File: config.mk
export PLATFORM = sky130hd
export DESIGN_NAME = klr_cell
export DESIGN_NICKNAME = d
export VERILOG_FILES = /design/src/rtl/klr_pkg.sv /design/src/rtl/klr_cell.sv
export SDC_FILE = /design/constraint.sdc
export NUM_CORES = 1
export LEC_CHECK = 0
export BUFFER_PORTS_ARGS = -buffer_cell sky130_fd_sc_hd__buf_4
export CAP_MARGIN = 20
export CORE_UTILIZATION = 37
export DETAILED_ROUTE_END_ITERATION = 7
export PLACE_DENSITY = 0.78
export SLEW_MARGIN = 20
export SYNTH_ARGS = -nofsm -noshare
export SYNTH_HDL_FRONTEND = slang
export SYNTH_SLANG_ARGS = --single-unit
File: constraint.sdc
create_clock -name clk -period 1 [get_ports clk]
set_input_delay 0.2 -clock clk [delete_from_list [all_inputs] [get_ports clk]]
set_output_delay 0.2 -clock clk [all_outputs]
set_load 0.05 [all_outputs]
File: src/rtl/klr_pkg.sv
package klr_pkg;

    localparam int CAPACITY  = 64;
    localparam int CNT_W     = $clog2(CAPACITY + 1);
    localparam int KEY_W     = 16;
    localparam int AMOUNT_W  = 24;
    localparam int ENTRIES_W = 7;
    localparam int TOTAL_W   = 30;

    localparam logic OP_ADD    = 1'b0;
    localparam logic OP_REMOVE = 1'b1;

    typedef enum logic [1:0] {
        ST_ADDED     = 2'd0,
        ST_FULL      = 2'd1,
        ST_REMOVED   = 2'd2,
        ST_NOT_FOUND = 2'd3
    } status_t;

    typedef logic [KEY_W-1:0]    key_t;
    typedef logic [AMOUNT_W-1:0] amount_t;
    typedef logic [CNT_W-1:0]    count_t;
    typedef logic [TOTAL_W-1:0]  total_t;

    // per-cell control from the sequencer
    typedef struct packed {
        logic cmp_en;
        logic occ;
        logic shift_en;
        logic wr_en;
    } cell_ctrl_t;

endpackage

File: src/rtl/klr_cell.sv
module klr_cell
    import klr_pkg::*;
(
    input  logic       clk,
    input  logic       rst_n,
    input  cell_ctrl_t ctrl,
    input  key_t       req_key,
    input  amount_t    req_amount,
    input  key_t       up_key,
    input  amount_t    up_amount,
    output key_t       key,
    output amount_t    amount,
    output logic       match
);

    key_t    key_reg;
    amount_t amount_reg;
    logic    match_reg;
    logic    match_next;

    always_comb
    begin
        match_next = match_reg;
        if (ctrl.cmp_en)
        begin
            match_next = ctrl.occ && (key_reg == req_key);
        end
    end

    always_ff @(posedge clk or negedge rst_n)
    begin
        if (!rst_n)
        begin
            match_reg <= 1'b0;
        end
        else
        begin
            match_reg <= match_next;
        end
    end

    // append writes the request, remove pulls the upper neighbor down
    always_ff @(posedge clk)
    begin
        if (ctrl.wr_en)
        begin
            key_reg    <= req_key;
            amount_reg <= req_amount;
        end
        else if (ctrl.shift_en)
        begin
            key_reg    <= up_key;
            amount_reg <= up_amount;
        end
    end

    assign key    = key_reg;
    assign amount = amount_reg;
    assign match  = match_reg;

endmodule

==> Yosys cells after proc, flatten, opt, wreduce, memory -nomap -nowiden <==
Cells that the tools add are included.
{ "totals": {"out_inout_bits": 41, "register_bits": 41} }
{ "classes": {"eq_ne": 1, "reduce_logical": 2, "mux": 4} }
{ "op_table": {"columns": ["cell", "count"], "rows": [
  ["$mux 24", 2],
  ["$mux 16", 2],
  ["$eq 16x16->1", 1],
  ["$reduce_bool 2->1", 1],
  ["$logic_and 1x1->1", 1]
]} }

==> Longest topological paths before layout <==
{ "logic_depth": {"ltp_word": 2, "ltp_mapped": 4} }

==> Worst setup path before layout <==
No wires, ideal clock.
{ "synth_timing": {"path_kind": "input to register", "from": "input port ctrl[0] (netlist bit)", "to": "register amount_reg[0], in the netlist amount[0] (enable)", "path_buffers": 2, "path_stages": 3, "t_arrival_ns": 1.101, "t_required_ns": 0.620, "setup_time_ns": 0.380, "path_slack_ns": -0.481, "path_cell_list": "buf_2 > buf_2 > or2_2"} }
{ "synth_via": {"elab_chain_cells": 1} }
{ "synth_rtl": {"columns": ["element", "line", "source"], "rows": [
  ["start, declared", "klr_cell.sv:6", "input cell_ctrl_t ctrl,"],
  ["$reduce_bool 2->1 (no source line)", null, null],
  ["end signal, assigned", "klr_cell.sv:48", "amount_reg <= req_amount;"],
  ["end signal, assigned", "klr_cell.sv:53", "amount_reg <= up_amount;"],
  ["end, declared", "klr_cell.sv:17", "amount_t amount_reg;"]
]} }
No other way between the ends.
A chain may end at the register's enable or synchronous reset.

==> Worst setup path in the final report <==
{ "layout_timing": {"from": "register key_reg[9], in the netlist key[9]", "to": "register match_reg, in the netlist match"} }
{ "layout_via": {"elab_chain_cells": 2} }
{ "layout_rtl": {"columns": ["element", "line", "source"], "rows": [
  ["start, declared", "klr_cell.sv:16", "key_t key_reg;"],
  ["start signal, assigned", "klr_cell.sv:47", "key_reg <= req_key;"],
  ["start signal, assigned", "klr_cell.sv:52", "key_reg <= up_key;"],
  ["$eq 16x16->1", "klr_cell.sv:26", "match_next = ctrl.occ && (key_reg == req_key);"],
  ["$logic_and 1x1->1", "klr_cell.sv:26", null],
  ["end signal, assigned", "klr_cell.sv:38", "match_reg <= match_next;"],
  ["end, declared", "klr_cell.sv:18", "logic match_reg;"]
]} }
No other way between the ends.

==> impl_metrics.toml <==
[setup_path]
worstPathRequired_ps = 1210
worstSetupPathType = "flop to flop"
start_kind = "flop"
cp_max_fo = 2
worst_ep_arrival_time_ps = 1450
endpoint_kind = "flop"

[clocking]
tritoncts = "done"
cts_buffers = 5
cts.htree.levels = 2
clkSlewWorstSetupHoldPaths_ps = 80
clock_tree.buffer_depth = 2
insertion_delay_ps = 290
cts_sinks = 41
clock-root-buffer = "clkbuf_8"

[die]
start_util = 0.394
die_y_um = 73.6
die_x_um = 73.6
ios = 127
core-area_mm2 = 0.00482
die_area_mm2 = 0.00542
row_count = 25

[timing]
drv_slew = 0
hold_violations = 0
fmax_mhz = 810
max_slew_margin = 0.625
post-route-min-period_ps = 1230
post-route-period-util = 1.23
tightestPinTransition_ps = 563
setup-violations-final = 42
fin_worst_skew_ps = 6.23
rsz0062_at_grt = "true"
fin_ws_ps = -234

[grt]
first_global_vias = 1566
antenna_found_initial = 0
track_usage = 0.178
grt_pass1_wl_mm = 7.07
grt_max_degree = 41
grt_overflow = 0

[placed_design]
io_buffers = 126
dp_slack_ps = -202
place.gp.congestion = 0.704
place_hpwl_mm = 3.55

[run]
maxCapViolations = 0

[routing]
vias_per_cell = 4.56
routed.top_layer = "met4"
drc = 0
wl_met2_mm = 2.63
avgRoutedWirePerCell_um = 15.3
wl_mm = 5.00
drtIter0Drc = 56
wl_met1_mm = 1.82
drt-pass1-iter-count = 4
antenna_left = 0
vias = 1488
dr_wl_met3_um = 524

[outcome]
violations = "negative setup slack"
outcome = "finished, violations left"

[synthesis]
yosysTopAreaCell = "edfxtp_1"
avgSynthCellArea_um2 = 17.1
yosys.area.top_type_share = 0.632
synth_edf_count = 40
synth_area_leaders = "edfxtp_1, mux2_2, xor2_1, mux2_1, buf_2"
syn_nets = 197
yosys_register_bits = 41
synth_cell_types = 14
synthArstFlopShare = 0.0244
synth-main-ff-cell = "edfxtp_1"
syn_area_mm2 = 0.00190
synth_seq_area_share = 0.646
yosysMostFrequentCell = "edfxtp_1"
synth_cells = 111
synth_common_cells = "edfxtp_1, mux2_2, xor2_1"
yosysWarnings = 0

[power]
p_leak_uw = 0.00147
combPwrFrac = 0.354
switching_power_uw = 1620
power_frac_clock = 0.207
p_int_uw = 3430
power_frac_seq = 0.439
p_per_area_mw_per_mm2 = 1500
p_sw_frac = 0.321
ir_worst_vdd_mv = 0.738

[cells_and_area]
final_util = 0.698
diodes = 0
drive_gt1_frac = 0.737
fillers = 357
area_growth_pct = 77.1
final_nets = 344
largest_register_ffs = 24

[hold_path]
worstHoldPathType = "input port to flop"
-- routing by layer --
metal / GRT usage / vias up
met5: 0 / -
met4: 0.0449 / 0
met3: 0.0672 / 5
met2: 0.323 / 79
met1: 0.193 / 688
li1: - / 716
-- metrics by stage --
step                setup TNS [ps]  total power, uW  std cells  hold WS (ps)  cell area, um2
floorplan                    -6650             3140        111         -95.6            1940
global placement            -11930             3770        312         -24.8            3020
detailed placement          -13490             3800        312         -22.7            3020
CTS                          -3970             5040        325          91.9            3310
global route                 -5210             5250        326           102            3360
finish                       -3480             5040        326           114            3360
-- cell families (layout without fill, tap and decap cells) --
family / count (synthesis) / count (layout) / synth area share
AO/OA/AOI/OAI: 1 / 1 / 0.00659
XOR/XNOR: 16 / 16 / 0.0738
buffers and inverters: 6 / 154 / 0.0151
flip-flops: 41 / 41 / 0.646
multiplexers: 40 / 40 / 0.237
AND/OR/NAND/NOR: 7 / 7 / 0.0217
-- power groups by stage --
| stage | registers, uW | clock network [uW] | logic (uW) |
|---|---|---|---|
| 2_1_floorplan | 2870 | 0 | 271 |
| 3_3_place_gp | 2210 | 0 | 1560 |
| 3_5_place_dp | 2220 | 0 | 1570 |
| 4_1_cts | 2210 | 1090 | 1740 |
| 5_1_grt | 2230 | 1150 | 1860 |
| 6_report | 2220 | 1040 | 1790 |
-- critical path, cell delays in order (launching register included) --
cell and delay, ps:
edfxtp_1 430, xor2_1 180, nor4_2 300, nand3_1 130, o22ai_2 120
-- layout make-up --
| class | count | area [um2] | share of cell area |
|---|---|---|---|
| Sequential cell | 41 | 1230 | 0.365 |
| Clock inverter | 2 | 10.0 | 0.00298 |
| Tap cell | 67 | 83.8 | 0.0249 |
| Inverter | 1 | 3.75 | 0.00112 |
| Timing Repair Buffer | 145 | 1310 | 0.391 |
| Clock buffer | 6 | 72.6 | 0.0216 |
| Multi-Input combinational cell | 64 | 653 | 0.194 |
-- final timing paths --
kind                                    from                end  slack (ps)  cells after the start
setup / recovery            key[9]$_DFFE_PP_  match$_DFFE_PN0P_        -230                      4
hold / removal                       ctrl[3]  match$_DFFE_PN0P_         110                      2
min in group asynchronous              rst_n  match$_DFFE_PN0P_         210                      2
setup reg to reg            key[9]$_DFFE_PP_  match$_DFFE_PN0P_        -230                      4
hold reg to reg            match$_DFFE_PN0P_  match$_DFFE_PN0P_         610                      2
max in group asynchronous              rst_n  match$_DFFE_PN0P_         710                      2
-- layout by cell type, fill, tap and decap left out, drive strengths merged, types with 2 or more instances in the layout --
cell type  Yosys  routed
xor2          15      15
clkbuf         0       6
nor4           3       3
clkinv         0       2
mux2          40      40
buf            5     144
edfxtp        40      40
-- what timing repair did --
action                                 CTS  global route
gates resized for setup                 45            12
endpoints found under the hold margin    1             0
pin swaps                                2             1
hold buffers                             1             0
setup buffers                            4             1
setup endpoints to repair               42            42
(Power assumes the default switching activity.)
